[config.mk]
export PLATFORM = sky130hd
export DESIGN_NAME = fdc_ram
export DESIGN_NICKNAME = d
export VERILOG_FILES = /design/src/rtl/core/fdc_ram.sv
export SDC_FILE = /design/constraint.sdc
export NUM_CORES = 1
export LEC_CHECK = 0
export ABC_AREA = 1
export BUFFER_PORTS_ARGS = -buffer_cell sky130_fd_sc_hd__buf_4
export CAP_MARGIN = 20
export CORE_UTILIZATION = 25
export CTS_BUF_LIST = sky130_fd_sc_hd__clkbuf_8
export DETAILED_ROUTE_END_ITERATION = 8
export PLACE_DENSITY = 0.38
export SLEW_MARGIN = 40
export SYNTH_ARGS = -nofsm -noshare
export SYNTH_HDL_FRONTEND = slang
export SYNTH_SLANG_ARGS = --single-unit
[constraint.sdc]
create_clock -name clk -period 3 [get_ports clk]
set_clock_uncertainty 0.05 [all_clocks]
set_input_delay 0.6 -clock clk [delete_from_list [all_inputs] [get_ports clk]]
set_output_delay 0.6 -clock clk [all_outputs]
set_load 0.01 [all_outputs]
[src/rtl/core/fdc_ram.sv]
// Generic single-port-write, single-port-read RAM with registered read.
module fdc_ram #(
  parameter int WIDTH = 32,
  parameter int DEPTH = 16
) (
  input  logic                                   clk,
  input  logic                                   we,
  input  logic [((DEPTH > 1) ? $clog2(DEPTH) : 1)-1:0] waddr,
  input  logic [WIDTH-1:0]                       wdata,
  input  logic                                   re,
  input  logic [((DEPTH > 1) ? $clog2(DEPTH) : 1)-1:0] raddr,
  output logic [WIDTH-1:0]                       rdata
);

  logic [WIDTH-1:0] mem [DEPTH];

  always_ff @(posedge clk) begin
    if (we) begin
      mem[waddr] <= wdata;
    end
    if (re) begin
      rdata <= mem[raddr];
    end
  end

endmodule

# ---- Yosys cells after proc, flatten, opt, wreduce, memory -nomap -nowiden
# Memory sizes are Yosys's and may differ from the RTL's. A register that Yosys moved wholly into a read port is not among the register bits.
# Cells that the tools add are included.
dict set report word_totals {
  ff_bits 0
  mem_bits_rw 512
  inputBits 43
  word_cells 3
  n_memories 1
}
# name depth width rd rd_clocked_by_memory_dff wr line
set memory_table {}
lappend memory_table {mem 16 32 1 1 1 15} ;# logic [WIDTH-1:0] mem [DEPTH];
dict set report op_classes {
  mux 2
}
# operator n
set ops {}
lappend ops {{1-bit two-way mux} 2}

# ---- Longest topological paths before layout
dict set report logic_depth {
  ltp_word 2
  mapped_depth 10
  depth_no_buf 7
}

# ---- Worst setup path after synthesis
# Ideal clock, no wire load.
dict set report synth_timing {
  path_type {in2reg}
  start {in waddr[2] in the netlist's numbering}
  end {mem mem[10][0], enable pin}
  t_arrival_ns 2.172
  setup_slack_ns 0.357
  stages 2
  n_path_buf 0
  cell_sequence {nand3b_1 > nor2_1}
}
# item line
set synth_rtl {}
lappend synth_rtl {{start, declared} 8} ;# input logic [((DEPTH > 1) ? $clog2(DEPTH) : 1)-1:0] waddr,
lappend synth_rtl {{end, declared} 15}
# Straight into the memory's write port.

# ---- Worst setup path after layout
dict set report layout_timing {
  start {reg rdata[10], read port of mem}
  end {out rdata[10]}
}
# item line
set layout_rtl {}
lappend layout_rtl {{start, declared} 12} ;# output logic [WIDTH-1:0] rdata
# No word-level cell between the ends.

==> results.sh <==
export IMPL_synth_seq_area_share_pct=70.9
export IMPL_cp_buffers_inverters=1
export IMPL_drtPass1Iterations=5
export IMPL_synth_seq_cells=544
export IMPL_pre_cts_ws_ns=0.726
export IMPL_cts_tree="yes"
export IMPL_cts_root_buf="clkbuf_8"
export IMPL_synthSimpleGateAreaFrac_pct=19.7
export IMPL_io_buffer_count=74
export IMPL_grt_max_degree=113
export IMPL_worst_path_dominant_cell_family="flip-flops"
export IMPL_initial_core_util_pct=25.2
export IMPL_status="complete, no violations"
export IMPL_clk_latency_ns=0.70
export IMPL_powerDensity_nw_per_um2=585
export IMPL_synth_top_family_by_area="simple AND/OR/NAND/NOR gates"
export IMPL_vias_per_cell=4.23
export IMPL_worstPathCellList="buf_4"
export IMPL_grt_antenna_before_repair=3
export IMPL_overflow=0
export IMPL_layout_drive_gt1_share_pct=10.4
export IMPL_place_gp_congestion=0.701
export IMPL_sequentialPowerShare_pct=55.0
export IMPL_synth_nets=2163
export IMPL_die_w_um=306
export IMPL_slew_viol_final=0
export IMPL_core_um2=91500
export IMPL_post_cts_buffers=0
export IMPL_clkTransAtPathRegs_ns=0.06
export IMPL_postRouteAntennaNets=0
export IMPL_post_synth_instance_area_um2=23100
export IMPL_dieArea_um2=93400
export IMPL_synth_mux_area_share_pct=0
export IMPL_fin_nets=2268
export IMPL_via_count=14700
export IMPL_cpPeakStageDelay_ns=0.49
export IMPL_final_setup_tns_ns=0
export IMPL_synthXorXnorAreaFrac_pct=0
export IMPL_io_pin_count=75
export IMPL_syn2layout_area_growth_pct=16.3
export IMPL_min_period_over_period_pct=67.7
export IMPL_cellInternalPower_mw=11.9
export IMPL_drc=0
export IMPL_worstPathArrival_ns=1.38
export IMPL_cts_sinks=544
export IMPL_power_leakage_nw=11.1
export IMPL_placed_area_um2=25200
export IMPL_wirelength_um=64900
export IMPL_clock_path_buffers=3
export IMPL_numCtsBuffers=93
export IMPL_ys_warn_count=0
export IMPL_cts_htree_levels=3
export IMPL_final_hold_viol_count=0
export IMPL_synth_cell_types=14
export IMPL_fin_area_um2=26800
export IMPL_grt_pass1_wl_um=96200
export IMPL_fin_crit_ns=2.03
export IMPL_p_switching_mw=3.80
export IMPL_required_ns=2.35
export IMPL_synthAdderAreaFrac_pct=0
export IMPL_fp_dieH_um=306
export IMPL_fin_ws_ns=0.968
export IMPL_ctsResizeCount=0
export IMPL_p_sw_share_pct=24.2
export IMPL_core_rowCount=111
export IMPL_clock_power_share_pct=38.2
export IMPL_avgRoutedWirePerCell_um=18.7
export IMPL_setup_violations_final=0
export IMPL_postCtsHoldBufs=0
export IMPL_syn_area_per_cell_um2=10.9
export IMPL_grt_pass1_vias=14800
export IMPL_holdWs_ns=0.158
export IMPL_syn_inst=2120
export IMPL_hold_path_class="input pin to register"
export IMPL_vdd_ir_drop_max_mv=0.321
export IMPL_worstSetupPathType="register to output port"
export IMPL_slowest_stage="edfxtp_1"
export IMPL_rsz0062_at_grt="no"
export IMPL_drv_cap=0
export IMPL_synth_compound_area_share_pct=0
export IMPL_combPwrFrac_pct=6.8
export IMPL_start_kind="register"
export IMPL_slew_limit_headroom_pct=57.8
export IMPL_worst_pin_slew_ns=0.633
export IMPL_drt_iter0_drc=947
export IMPL_end_kind="output port"
export IMPL_crit_path_max_fanout=1
export IMPL_dp_hpwl_um=30500
export IMPL_grt_usage_pct=14.0
export IMPL_fmax_ghz=0.492
==> logic make-up after synthesis <==
logic type / after synthesis
buffers and inverters: 495
DFF: 544
and+or+nand+nor: 1081
==> stage by stage <==
stage	total power [mW]	utilization (%)	cells
after CTS	16.0	29.3	3478
after global routing	16.4	29.3	3479
after global placement	9.87	27.5	3316
final	15.7	29.3	3479
after detailed placement	9.87	27.5	3316
after floorplan	9.36	-	2120
==> routing by layer <==
layer	global-route usage [%]	vias up	part of all wire (%)
met5	0	-	0.034
met4	4.65	4	2.1
met3	2.52	84	4.2
met2	23.0	257	47
met1	18.6	7263	47
li1	-	7094	-
==> area by class of cell <==
type                       count  area, µm²
fill                        9390      64700
clock inverter                68        322
clock buffer                  94       1290
tap                         1186       1480
multi-input combinational   1081       4670
sequential                   544      16300
timing repair buffer         115       1240
antenna                        1       2.50
inverter                     390       1470
==> power groups by stage <==
stage               Combinational, mW  Clock [mW]  Sequential, mW
CTS                              1.10        6.26            8.62
global route                     1.19        6.55            8.63
global placement                 1.09           0            8.78
finish                           1.06        6.00            8.62
floorplan                       0.580           0            8.78
detailed placement               1.09           0            8.78
==> cell usage in the layout (no fill, tap or decap), types with 2 or more instances in the layout <==
| cell type | count |
|---|---|
| buf_12 | 29 |
| buf_4 | 84 |
| clkbuf_8 | 95 |
| clkinv_1 | 25 |
| clkinv_2 | 2 |
| clkinvlp_4 | 2 |
| edfxtp_1 | 544 |
| inv_1 | 420 |
| inv_2 | 2 |
| inv_6 | 2 |
| inv_8 | 2 |
| nand2_1 | 677 |
| nand3_1 | 385 |
| nand3b_1 | 2 |
| nor2_4 | 16 |
==> Yosys cell counts (all sizes together) <==
cell | instances | area (µm²)
nand3 | 385 | 1930
edfxtp | 544 | 16300
nand2 | 677 | 2540
clkbuf | 14 | 52.6
nor2 | 17 | 63.8
inv | 390 | 1470
nand3b | 2 | 15.0
buf | 91 | 649
==> final timing paths <==
check / start / endpoint / slack, ns / depth (start not counted)
max reg2reg: mem[0][25]$_DFFE_PP_ / rdata[25]$_DFFE_PP_ / 1.77 / 6
min: wdata[12] / mem[6][12]$_DFFE_PP_ / 0.16 / 1
min reg2reg: mem[10][8]$_DFFE_PP_ / rdata[8]$_DFFE_PP_ / 0.67 / 6
max: rdata[10]$_DFFE_PP_ / rdata[10] / 0.97 / 1
==> sequential cells by signal, summed over array words and instances (netlist names) <==
name,cells
rdata,32
mem,512
Power figures use the tool's default switching activity.
